## src/hw/rtl/nsst_pkg.sv

```systemverilog
package nsst_pkg;

    // store geometry
    localparam int MAX_STEPS = 64;
    localparam int ADDR_W    = $clog2(MAX_STEPS);
    localparam int LEN_W     = $clog2(MAX_STEPS + 1);
    localparam int NOTE_W    = 7;

    localparam logic [LEN_W-1:0] MAX_LEN = LEN_W'(MAX_STEPS);

    // request codes
    localparam logic [2:0] REQ_SET    = 3'd0;
    localparam logic [2:0] REQ_LOAD   = 3'd1;
    localparam logic [2:0] REQ_GET    = 3'd2;
    localparam logic [2:0] REQ_SETLEN = 3'd3;
    localparam logic [2:0] REQ_CLEAR  = 3'd4;
    localparam logic [2:0] REQ_XPOSE  = 3'd5;

    // configuration register indexes
    localparam logic CFG_LOW  = 1'b0;
    localparam logic CFG_HIGH = 1'b1;

    // limit reset values
    localparam logic [NOTE_W-1:0] LOW_RESET  = 7'd36;
    localparam logic [NOTE_W-1:0] HIGH_RESET = 7'd96;

    // commands from controller to datapath
    typedef struct packed {
        logic take;      // latch request, do the work that needs no store walk
        logic rd_issue;  // read store at walk counter, advance counter
        logic apply;     // walk is the write-back pass
        logic calc;      // settle the limited shift
        logic out_load;  // load the result register
    } nsst_cmd_t;

    // status from datapath to controller
    typedef struct packed {
        logic len_zero;    // active length is zero
        logic last_issue;  // walk counter is at the last active step
        logic any_note;    // scan found a nonzero note
    } nsst_stat_t;

endpackage

```

## src/hw/rtl/note_sequence_store_transpose.sv

```systemverilog
// Step-sequencer note store with an active length and a transpose walk.
// Request channel: in_valid / in_stall with req_type, step_index, note_value,
// new_length and semitones; a request is taken when in_valid is high and
// in_stall is low. One request is worked on at a time.
// Result channel: out_valid / out_stall with note_out, length_out, status;
// exactly one result per request, in request order.
// Set, load, get, set length, clear and unknown codes go straight to the
// finish state. Transpose over active length L makes a scan pass and a
// write-back pass over the store, one entry per cycle through its single
// read and write port; the write-back pass is skipped when no note within
// the length is nonzero, and both passes when L is zero. A new request is
// taken in the cycle after a result is loaded.
// The result sits in an output register: a stalled result holds and the
// next request may still be taken; its result waits until the register frees.
// Limits are written through cfg_we / cfg_index / cfg_data (index 0 low
// limit, index 1 high limit); the user must write them only while the block
// is idle, as the block itself does not enforce it.
// Reset (rst_n low, asynchronous) empties the store at once through per-entry
// valid bits, sets length 0 and limits 36 and 96; no clearing pass is needed.
module note_sequence_store_transpose (
    input  logic              clk,
    input  logic              rst_n,
    input  logic              cfg_we,
    input  logic              cfg_index,
    input  logic [6:0]        cfg_data,
    input  logic              in_valid,
    output logic              in_stall,
    input  logic [2:0]        req_type,
    input  logic [5:0]        step_index,
    input  logic [6:0]        note_value,
    input  logic [6:0]        new_length,
    input  logic signed [7:0] semitones,
    output logic              out_valid,
    input  logic              out_stall,
    output logic [6:0]        note_out,
    output logic [6:0]        length_out,
    output logic              status
);

    nsst_pkg::nsst_cmd_t  cmd;
    nsst_pkg::nsst_stat_t stat;

    // sequencer
    nsst_ctrl u_ctrl (
        .clk       (clk),
        .rst_n     (rst_n),
        .in_valid  (in_valid),
        .in_stall  (in_stall),
        .req_type  (req_type),
        .out_valid (out_valid),
        .out_stall (out_stall),
        .stat      (stat),
        .cmd       (cmd)
    );

    // store, length, limits and result register
    nsst_dp u_dp (
        .clk        (clk),
        .rst_n      (rst_n),
        .cfg_we     (cfg_we),
        .cfg_index  (cfg_index),
        .cfg_data   (cfg_data),
        .req_type   (req_type),
        .step_index (step_index),
        .note_value (note_value),
        .new_length (new_length),
        .semitones  (semitones),
        .cmd        (cmd),
        .stat       (stat),
        .note_out   (note_out),
        .length_out (length_out),
        .status     (status)
    );

    // a taken request stalls the next one in the following cycle
    a_take_blocks: assert property (@(posedge clk) disable iff (!rst_n)
        in_valid && !in_stall |=> in_stall)
        else $error("request taken back to back");

    // reported length never exceeds the store
    a_len_range: assert property (@(posedge clk) disable iff (!rst_n)
        out_valid |-> length_out <= 7'(nsst_pkg::MAX_STEPS))
        else $error("length beyond store");

    // a nonzero read note only comes with an applied request
    a_note_applied: assert property (@(posedge clk) disable iff (!rst_n)
        out_valid && note_out != 7'd0 |-> status == 1'b0)
        else $error("note returned on ignored request");

    // a new result appears only while the block is between requests
    a_result_idle: assert property (@(posedge clk) disable iff (!rst_n)
        $rose(out_valid) |-> !in_stall)
        else $error("result loaded while busy");

endmodule

```

## src/hw/rtl/nsst_dp.sv

```systemverilog
module nsst_dp (
    input  logic                        clk,
    input  logic                        rst_n,
    input  logic                        cfg_we,
    input  logic                        cfg_index,
    input  logic [6:0]                  cfg_data,
    input  logic [2:0]                  req_type,
    input  logic [5:0]                  step_index,
    input  logic [6:0]                  note_value,
    input  logic [6:0]                  new_length,
    input  logic signed [7:0]           semitones,
    input  nsst_pkg::nsst_cmd_t         cmd,
    output nsst_pkg::nsst_stat_t        stat,
    output logic [6:0]                  note_out,
    output logic [6:0]                  length_out,
    output logic                        status
);

    // note store, cleared through per-entry valid bits
    logic [nsst_pkg::NOTE_W-1:0] note_mem [nsst_pkg::MAX_STEPS];
    logic [nsst_pkg::MAX_STEPS-1:0] vld_reg, vld_next;

    logic [nsst_pkg::LEN_W-1:0]  len_reg, len_next;
    logic [nsst_pkg::NOTE_W-1:0] low_reg, high_reg;
    logic [nsst_pkg::LEN_W-1:0]  cnt_reg;

    // read side
    logic                        rd_en;
    logic [nsst_pkg::ADDR_W-1:0] rd_addr;
    logic [nsst_pkg::NOTE_W-1:0] rdata_reg;
    logic                        rd_vld_reg;
    logic                        rd_pend_reg;
    logic                        pend_apply_reg;
    logic [nsst_pkg::ADDR_W-1:0] rd_addr_reg;

    // write side
    logic                        wr_en;
    logic [nsst_pkg::ADDR_W-1:0] wr_addr;
    logic [nsst_pkg::NOTE_W-1:0] wr_data;

    // transpose working values
    logic [nsst_pkg::NOTE_W-1:0] lo_reg, hi_reg;
    logic                        any_reg;
    logic signed [7:0]           shift_in_reg;
    logic signed [8:0]           shift_reg, shift_next;

    // request bookkeeping and result register
    logic                        status_reg, status_next;
    logic                        is_get_reg;
    logic [6:0]                  note_out_reg;
    logic [6:0]                  length_out_reg;
    logic                        status_out_reg;

    logic [nsst_pkg::LEN_W-1:0]  step_ext, nl_ext;
    logic                        ok;
    logic [nsst_pkg::NOTE_W-1:0] n_cur, n_clamp;
    logic signed [9:0]           sum_s, low_s, high_s, lo_s, hi_s, sh_in_s;

    assign step_ext = nsst_pkg::LEN_W'(step_index);
    assign nl_ext   = nsst_pkg::LEN_W'(new_length);
    assign n_cur    = rd_vld_reg ? rdata_reg : '0;

    assign low_s   = $signed({3'b000, low_reg});
    assign high_s  = $signed({3'b000, high_reg});
    assign lo_s    = $signed({3'b000, lo_reg});
    assign hi_s    = $signed({3'b000, hi_reg});
    assign sh_in_s = {{2{shift_in_reg[7]}}, shift_in_reg};
    assign sum_s   = $signed({3'b000, n_cur}) + {shift_reg[8], shift_reg};

    // clamp a moved note into the limits; when limits cross, notes below low take low, all others take high
    always_comb
    begin
        if (sum_s < low_s)
            n_clamp = low_reg;
        else if (sum_s > high_s)
            n_clamp = high_reg;
        else
            n_clamp = sum_s[nsst_pkg::NOTE_W-1:0];
    end

    // request decode, store and length updates
    always_comb
    begin
        ok       = 1'b0;
        len_next = len_reg;
        vld_next = vld_reg;
        wr_en    = 1'b0;
        wr_addr  = nsst_pkg::ADDR_W'(step_index);
        wr_data  = note_value;
        rd_en    = cmd.rd_issue;
        rd_addr  = cnt_reg[nsst_pkg::ADDR_W-1:0];
        if (cmd.take)
        begin
            unique case (req_type)
                nsst_pkg::REQ_SET:
                begin
                    ok    = step_ext < nsst_pkg::MAX_LEN;
                    wr_en = ok;
                    if (ok && step_ext >= len_reg)
                        len_next = step_ext + nsst_pkg::LEN_W'(1);
                end
                nsst_pkg::REQ_LOAD:
                begin
                    ok = (nl_ext != '0) && (nl_ext <= nsst_pkg::MAX_LEN)
                         && (step_ext < nl_ext);
                    wr_en = ok;
                    if (ok && step_ext == nl_ext - nsst_pkg::LEN_W'(1))
                        len_next = nl_ext;
                end
                nsst_pkg::REQ_GET:
                begin
                    ok      = step_ext < len_reg;
                    rd_en   = 1'b1;
                    rd_addr = nsst_pkg::ADDR_W'(step_index);
                end
                nsst_pkg::REQ_SETLEN:
                begin
                    ok = nl_ext <= nsst_pkg::MAX_LEN;
                    if (ok)
                        len_next = nl_ext;
                end
                nsst_pkg::REQ_CLEAR:
                begin
                    ok       = 1'b1;
                    vld_next = '0;
                    len_next = '0;
                end
                default:
                begin
                    ok = 1'b0;
                end
            endcase
        end
        else if (rd_pend_reg && pend_apply_reg && n_cur != '0)
        begin
            wr_en   = 1'b1;
            wr_addr = rd_addr_reg;
            wr_data = n_clamp;
        end
        if (wr_en)
            vld_next[wr_addr] = 1'b1;
    end

    // limited shift and request status
    always_comb
    begin
        shift_next = shift_reg;
        if (cmd.calc)
        begin
            if (!shift_in_reg[7] && shift_in_reg != '0 && hi_s + sh_in_s > high_s)
                shift_next = 9'(high_s - hi_s);
            else if (shift_in_reg[7] && lo_s + sh_in_s < low_s)
                shift_next = 9'(low_s - lo_s);
            else
                shift_next = {shift_in_reg[7], shift_in_reg};
        end
        status_next = status_reg;
        if (cmd.take)
            status_next = !ok;
        else if (cmd.calc)
            status_next = !any_reg;
    end

    // store memory, registered read
    always_ff @(posedge clk)
    begin
        if (wr_en)
            note_mem[wr_addr] <= wr_data;
        if (rd_en)
            rdata_reg <= note_mem[rd_addr];
    end

    // control state
    always_ff @(posedge clk or negedge rst_n)
    begin
        if (!rst_n)
        begin
            vld_reg        <= '0;
            len_reg        <= '0;
            low_reg        <= nsst_pkg::LOW_RESET;
            high_reg       <= nsst_pkg::HIGH_RESET;
            cnt_reg        <= '0;
            rd_vld_reg     <= 1'b0;
            rd_pend_reg    <= 1'b0;
            pend_apply_reg <= 1'b0;
            any_reg        <= 1'b0;
            status_reg     <= 1'b1;
            is_get_reg     <= 1'b0;
        end
        else
        begin
            vld_reg <= vld_next;
            len_reg <= len_next;
            if (cfg_we && cfg_index == nsst_pkg::CFG_LOW)
                low_reg <= cfg_data;
            if (cfg_we && cfg_index == nsst_pkg::CFG_HIGH)
                high_reg <= cfg_data;
            if (cmd.take || cmd.calc)
                cnt_reg <= '0;
            else if (cmd.rd_issue)
                cnt_reg <= cnt_reg + nsst_pkg::LEN_W'(1);
            if (rd_en)
                rd_vld_reg <= vld_reg[rd_addr];
            rd_pend_reg    <= cmd.rd_issue;
            pend_apply_reg <= cmd.apply;
            if (cmd.take)
                any_reg <= 1'b0;
            else if (rd_pend_reg && !pend_apply_reg && n_cur != '0)
                any_reg <= 1'b1;
            status_reg <= status_next;
            if (cmd.take)
                is_get_reg <= (req_type == nsst_pkg::REQ_GET);
        end
    end

    // payload registers
    always_ff @(posedge clk)
    begin
        rd_addr_reg <= rd_addr;
        shift_reg   <= shift_next;
        if (cmd.take)
        begin
            shift_in_reg <= semitones;
            lo_reg       <= 7'd127;
            hi_reg       <= '0;
        end
        else if (rd_pend_reg && !pend_apply_reg && n_cur != '0)
        begin
            if (n_cur < lo_reg)
                lo_reg <= n_cur;
            if (n_cur > hi_reg)
                hi_reg <= n_cur;
        end
        if (cmd.out_load)
        begin
            note_out_reg   <= (is_get_reg && !status_reg) ? n_cur : '0;
            length_out_reg <= 7'(len_reg);
            status_out_reg <= status_reg;
        end
    end

    assign stat.len_zero   = (len_reg == '0);
    assign stat.last_issue = (cnt_reg == len_reg - nsst_pkg::LEN_W'(1));
    assign stat.any_note   = any_reg;

    assign note_out   = note_out_reg;
    assign length_out = length_out_reg;
    assign status     = status_out_reg;

endmodule

```

## src/hw/rtl/nsst_ctrl.sv

```systemverilog
module nsst_ctrl (
    input  logic                  clk,
    input  logic                  rst_n,
    input  logic                  in_valid,
    output logic                  in_stall,
    input  logic [2:0]            req_type,
    output logic                  out_valid,
    input  logic                  out_stall,
    input  nsst_pkg::nsst_stat_t  stat,
    output nsst_pkg::nsst_cmd_t   cmd
);

    localparam logic [2:0] ST_IDLE      = 3'd0;
    localparam logic [2:0] ST_SCAN      = 3'd1;
    localparam logic [2:0] ST_SCAN_END  = 3'd2;
    localparam logic [2:0] ST_CALC      = 3'd3;
    localparam logic [2:0] ST_APPLY     = 3'd4;
    localparam logic [2:0] ST_APPLY_END = 3'd5;
    localparam logic [2:0] ST_FINISH    = 3'd6;

    logic [2:0] state_reg, state_next;
    logic       out_valid_reg, out_valid_next;
    logic       out_free;

    assign out_free = !out_valid_reg || !out_stall;
    assign in_stall = (state_reg != ST_IDLE);

    // sequencing of request work
    always_comb
    begin
        state_next = state_reg;
        cmd        = '0;
        unique case (state_reg)
            ST_IDLE:
            begin
                if (in_valid)
                begin
                    cmd.take = 1'b1;
                    if (req_type == nsst_pkg::REQ_XPOSE && !stat.len_zero)
                        state_next = ST_SCAN;
                    else
                        state_next = ST_FINISH;
                end
            end
            ST_SCAN:
            begin
                cmd.rd_issue = 1'b1;
                if (stat.last_issue)
                    state_next = ST_SCAN_END;
            end
            ST_SCAN_END:
            begin
                state_next = ST_CALC;
            end
            ST_CALC:
            begin
                cmd.calc = 1'b1;
                state_next = stat.any_note ? ST_APPLY : ST_FINISH;
            end
            ST_APPLY:
            begin
                cmd.rd_issue = 1'b1;
                cmd.apply    = 1'b1;
                if (stat.last_issue)
                    state_next = ST_APPLY_END;
            end
            ST_APPLY_END:
            begin
                state_next = ST_FINISH;
            end
            ST_FINISH:
            begin
                if (out_free)
                begin
                    cmd.out_load = 1'b1;
                    state_next   = ST_IDLE;
                end
            end
            default:
            begin
                state_next = ST_IDLE;
            end
        endcase
    end

    // result register occupancy
    always_comb
    begin
        if (cmd.out_load)
            out_valid_next = 1'b1;
        else if (!out_stall)
            out_valid_next = 1'b0;
        else
            out_valid_next = out_valid_reg;
    end

    always_ff @(posedge clk or negedge rst_n)
    begin
        if (!rst_n)
        begin
            state_reg     <= ST_IDLE;
            out_valid_reg <= 1'b0;
        end
        else
        begin
            state_reg     <= state_next;
            out_valid_reg <= out_valid_next;
        end
    end

    assign out_valid = out_valid_reg;

endmodule

```

## config.mk

```make
export PLATFORM = sky130hd
export DESIGN_NAME = note_sequence_store_transpose
export DESIGN_NICKNAME = d
export VERILOG_FILES = /design/src/hw/rtl/nsst_pkg.sv /design/src/hw/rtl/note_sequence_store_transpose.sv /design/src/hw/rtl/nsst_dp.sv /design/src/hw/rtl/nsst_ctrl.sv
export SDC_FILE = /design/constraint.sdc
export NUM_CORES = 1
export LEC_CHECK = 0
export ABC_AREA = 1
export BUFFER_PORTS_ARGS = -buffer_cell sky130_fd_sc_hd__buf_2
export CAP_MARGIN = 20
export CORE_MARGIN = 2
export CORE_UTILIZATION = 60
export DETAILED_ROUTE_END_ITERATION = 10
export GPL_TIMING_DRIVEN = 0
export MAX_ROUTING_LAYER = met4
export PLACE_DENSITY = 0.78
export SLEW_MARGIN = 20
export SYNTH_ARGS = -nofsm -noshare
export SYNTH_HDL_FRONTEND = slang
export SYNTH_HIERARCHICAL = 1
export SYNTH_SLANG_ARGS = --single-unit
```

## constraint.sdc

```tcl
create_clock -name clk -period 6.8 [get_ports clk]
set_clock_uncertainty 0.05 [all_clocks]
set_input_delay 1.36 -clock clk [delete_from_list [all_inputs] [get_ports clk]]
set_output_delay 1.36 -clock clk [all_outputs]
set_load 0.02 [all_outputs]
```

---- Word-level counts from Yosys, hierarchy flattened ----
Memories as Yosys holds them, arrays and structs flattened. A register that Yosys moved wholly into a read port is not among the register bits.
Index checks and enable logic that the tools add are counted.
cells by class
  $add $sub $neg .......................... 9
  $lt $le $gt $ge ......................... 14
  equality and inequality tests ........... 21
  mux-type cells .......................... 53
  bitwise operators ....................... 2
  reduce and logical (&&, ||, !) cells .... 42
operator list
  kind                                                         count
  2-to-1 mux 64 bit                                            3
  2-to-1 mux 7 bit                                             10
  bitwise OR 64 bit                                            1
  case mux 7 bit (4 select lines)                              1
  2-to-1 mux 6 bit                                             4
  2-to-1 mux 1 bit                                             22
  less-than comparator 6 x 7 -> 1 bit (second input constant)  3
  case mux 3 bit (7 select lines)                              1
  greater-than comparator 10 x 8 -> 1 bit                      2
  less-than comparator 10 x 8 -> 1 bit                         2
  adder 8 x 8 -> 9 bit                                         2
  2-to-1 mux 9 bit                                             2
  logical AND 1 bit                                            16
  subtractor 7 x 7 -> 8 bit                                    2
  equality test 3 bit (second input constant)                  5
  2-to-1 mux 3 bit                                             5
  less-than comparator 6 x 7 -> 1 bit                          2
  nonzero test 7 bit                                           2
  subtractor 7 x 1 -> 7 bit (second input constant)            2
  equality test 3 x 2 -> 1 bit (second input constant)         4
  adder 8 x 9 -> 10 bit                                        1
  != test 2 x 1 -> 1 bit (second input constant)               5
  zero test 1 bit                                              8
  nonzero test 8 bit                                           1
  27 further kinds                                             35
word-level totals
  bits in registers ....................... 154
  bits in writable memories ............... 448
  bits of input ports ..................... 44
  memories kept ........................... 1
memories
  memory         words  width  read ports  clocked after memory_dff  write ports  line           text
  u_dp.note_mem  64     7      1           1                         1            nsst_dp.sv:20  logic [nsst_pkg::NOTE_W-1:0] note_mem [nsst_pkg::MAX_STEPS];

---- Longest topological paths before layout ----
  depth in word-level cells ............... 11
  gate-level depth with buffers ........... 24
  gate-level depth less buffers ........... 23

---- Modules after synthesis ----
Netlist, hierarchy kept.
modules (own cells, without submodules)
  module     instances  cells an instance  area an instance (um^2)  seq. area each (um^2)
  nsst_dp    1          2810               28723.8                  17453.0
  nsst_ctrl  1          58                 341.6                    100.1

---- Worst setup path before layout ----
Ideal clock, no wire load.
  kind .................................... input to register
  from .................................... in in_valid
  to ...................................... mem u_dp/note_mem[0][3] (netlist bit), data pin
  setup time .............................. 549 ps
  data arrival time ....................... 4799 ps
  data required time ...................... 6201 ps
  path slack .............................. 1403 ps
  cell stages on the path ................. 12
  cell sequence ........................... inv_1 nor2_1 buf_4 inv_1 and3_1 nand2_2 inv_2 buf_6 clkbuf_1 nand2_1 inv_1 a21oi_1
RTL lines
  element             line                                 text
  start: declaration  note_sequence_store_transpose.sv:26  input logic in_valid,
  end: declaration    nsst_dp.sv:20

==> summary.md <==
| Metric | Value |
|---|---|
| Status | completed |
| Total GRT Usage | 0.356 |
| Number of flip-flops in the largest register | 448 |
| Cells after Synth | 2,868 |
| Crit path launch type | flip-flop |
| Initial DRC Count | just over 3,000 |
| Antenna Violating Nets Remaining | 0 |
| First-pass GRT wire length | around 130,000 µm |
| Synthesized flop and latch total | 608 |
| Critical Path AT | ~5400 ps |
| Power density cells | 420 nW/µm² |
| Final-layout fill cell count | about 3,500 |
| Share of layout cells above drive strength 1 | 0.0992 |
| Total gr overflow | 0 |
| Chip height | about 220 µm |
| Clk_lat worst skew | between 600 and 700 ps |
| Clock slew at reported path FFs | roughly 60 ps |
| Root Buffer | clkbuf_16 |
| Die Span X | 224 µm |
| Most frequent cells in the layout | nand2_1, edfxtp_1, inv_1 |
| Detailed Place HPWL | about 61,000 µm |
| Tightest Pin Transition | between 1000 and 1500 ps |
| Synth unique cells | 52 |
| CP Class | reg -> reg |
| Final Wtd Congestion | between 0.9 and 1 |
| RSZ-0062 raised after global routing | no |
| DR WL/cell | approximately 24 µm |
| Ys flop type | edfxtp_1 |
| Dominant cell type by area after synthesis | edfxtp_1 |
| Largest net degree at the start of global routing | 54 |
| Clock period minus worst slack | between 5000 and 6000 ps |
| TritonCTS Buffers | between 50 and 60 |
| Hold depth | 0 |
| Overall power | ~14 mW |
| Crit. End Element | flip-flop |
| Core area | about 48,000 µm² |
| Crit-path max FO | 10 |
| Starting Density | 0.609 |
| Max Freq | 192 MHz |
| Worst r2r src | u_ctrl/state_reg[2] |
| Area delta synth->final | 12.1% |
| Sequential-to-total area share from yosys stat | 0.604 |
| Post-CTS Hold Buffers | 0 |
| Commonest non-fill, non-tap cell in the layout | nand2_1 |
| Vias per cell | a little over 6 |
| Synth area leaders | edfxtp_1, dfrtp_1, nand2_1, inv_1, o211ai_1 |
| Clk sink count | between 600 and 700 |
| Crit path from | u_ctrl/state_reg[2] |
| RR Endpoint | u_dp/note_mem[44][5] |
| Antenna violations before repair | 0 |
| Post-Syn Area per Cell | slightly above 10 µm² |
| Tcrit/Tclk final | 0.765 |
| Rows | 80 |
| Syn Nets | about 3,000 |
| DRC viols | 0 |
| Routed vias | 22,800 |
| Asr flop ratio synth | 0.168 |
| Clock Path Buffers | 3 |
| Min Hold Slack | around 400 ps |
| Worst Reg-to-Reg Cells | 12 |
| Hold Vio Cnt, Final | 0 |
| Post_cts resized | 0 |
| Max_slew headroom | 0.315 |
| Post-Syn Area | around 29,000 µm² |
| Yosys warnings | 6 |
| Pins Over Slew Limit | 0 |
| Nets | approximately 3,100 |
| DR pass1 iterations | 6 |
| Final Util | 0.682 |
| WP data required | approximately 7000 ps |
| I/O Buffers | 60 |
| Worst Setup EP | u_dp/note_mem[44][5] |
| Leak | ~14 nW |
| Vias in the first global route | 22,200 |
| Yosys top cell area share | 0.502 |
| Wirelength, routed | approximately 86,000 µm |
| Endpoints failing setup | 0 |
| Ant diodes | 0 |
| Ports | 61 |
| Dpl cells | between 3,000 and 4,000 |
| Max Cap Viol | 0 |
| Number of enable flip-flop cells after synthesis | just under 500 |
| Finished Layout Cells | approximately 3,700 |
| Htree depth | 2 |
| Hold crit path type | reg -> reg |
| R2r setup slk | 1600 ps |
| Post-CTS setup buffer count | 0 |
| DIE AREA | 50,200 µm² |
| Worst vdd ir | 277 µV |
| CTS tree | yes |
[synthesized netlist by cell type, types with 13 or more instances]
| cell type | count |
|---|---|
| nand2_1 | 536 |
| edfxtp_1 | 486 |
| inv_1 | 376 |
| o21ai_0 | 254 |
| nand3_1 | 239 |
| nor2_1 | 196 |
| o211ai_1 | 184 |
| dfrtp_1 | 97 |
| ha_1 | 89 |
| a21oi_1 | 67 |
| clkbuf_1 | 60 |
| buf_2 | 57 |
| xor2_1 | 26 |
| dfxtp_1 | 20 |
| xnor2_1 | 18 |
| inv_2 | 15 |
| nor3_1 | 15 |
| nand2_2 | 14 |
| nand4_1 | 13 |
| nor2_4 | 13 |
| o21bai_1 | 13 |
[where the power goes]
group	switching (mW)	internal (mW)
Combinational	4.00	1.74
Sequential	0.209	4.50
Clock	1.41	1.82
Total	5.62	8.06
[worst max-delay path, stage by stage (launching register included)]
cell	delay, ps
dfrtp_1	360
buf_2	180
nor3_2	240
inv_1	70
nor2_1	740
buf_4	320
inv_1	180
and3_1	200
nand2_2	150
nand2_1	60
o21ai_0	210
nand4_1	920
nor2_1	1110
[stage by stage]
| step | TNS [ps] | setup WS [ps] | cell area (µm²) |
|---|---|---|---|
| 6_report | 0 | 1600 | 32600 |
| 5_1_grt | 0 | 1500 | 32600 |
| 4_1_cts | 0 | 1860 | 32600 |
| 3_5_place_dp | 0 | 1220 | 30700 |
| 3_3_place_gp | -702310 | -1830 | 30100 |
| 2_1_floorplan | 0 | 1400 | 29100 |
[per-layer routing]
layer	share of wire	track usage	vias to the layer above
li1	-	-	10100
met3	0.12	0.0742	285
met2	0.46	0.549	1498
met4	0.053	0.177	0
met1	0.37	0.452	10900
met5	0	-	-
[how the worst min path moves through the flow]
stage                              end              from
floorplan           u_dp/length_out[1]   u_dp/len_reg[1]
global placement    u_dp/length_out[1]   u_dp/len_reg[1]
detailed placement  u_dp/length_out[1]   u_dp/len_reg[1]
CTS                 u_dp/length_out[1]   u_dp/len_reg[1]
global route          u_dp/vld_reg[32]  u_dp/vld_reg[32]
finish              u_dp/length_out[1]   u_dp/len_reg[1]
[cell type report]
class | count | area [µm²] | share of cell area
Sequential cell | 608 | 17600 | 0.539
Inverter | 394 | 1480 | 0.0454
Timing Repair Buffer | 77 | 749 | 0.0230
Clock inverter | 27 | 253 | 0.00776
Clock buffer | 83 | 1660 | 0.0509
Multi-Input combinational cell | 1739 | 9520 | 0.292
Tap cell | 615 | 769 | 0.0236
Buffer | 127 | 589 | 0.0181
[cell families after synthesis]
family,synth area share
and+or+nand+nor,0.157
adders and majority gates,0.0411
AOI/OAI and AO/OA,0.113
buffers and inverters,0.0712
xor gates and xnor gates,0.0133
DFF,0.604
Power figures use the tool's default switching activity.
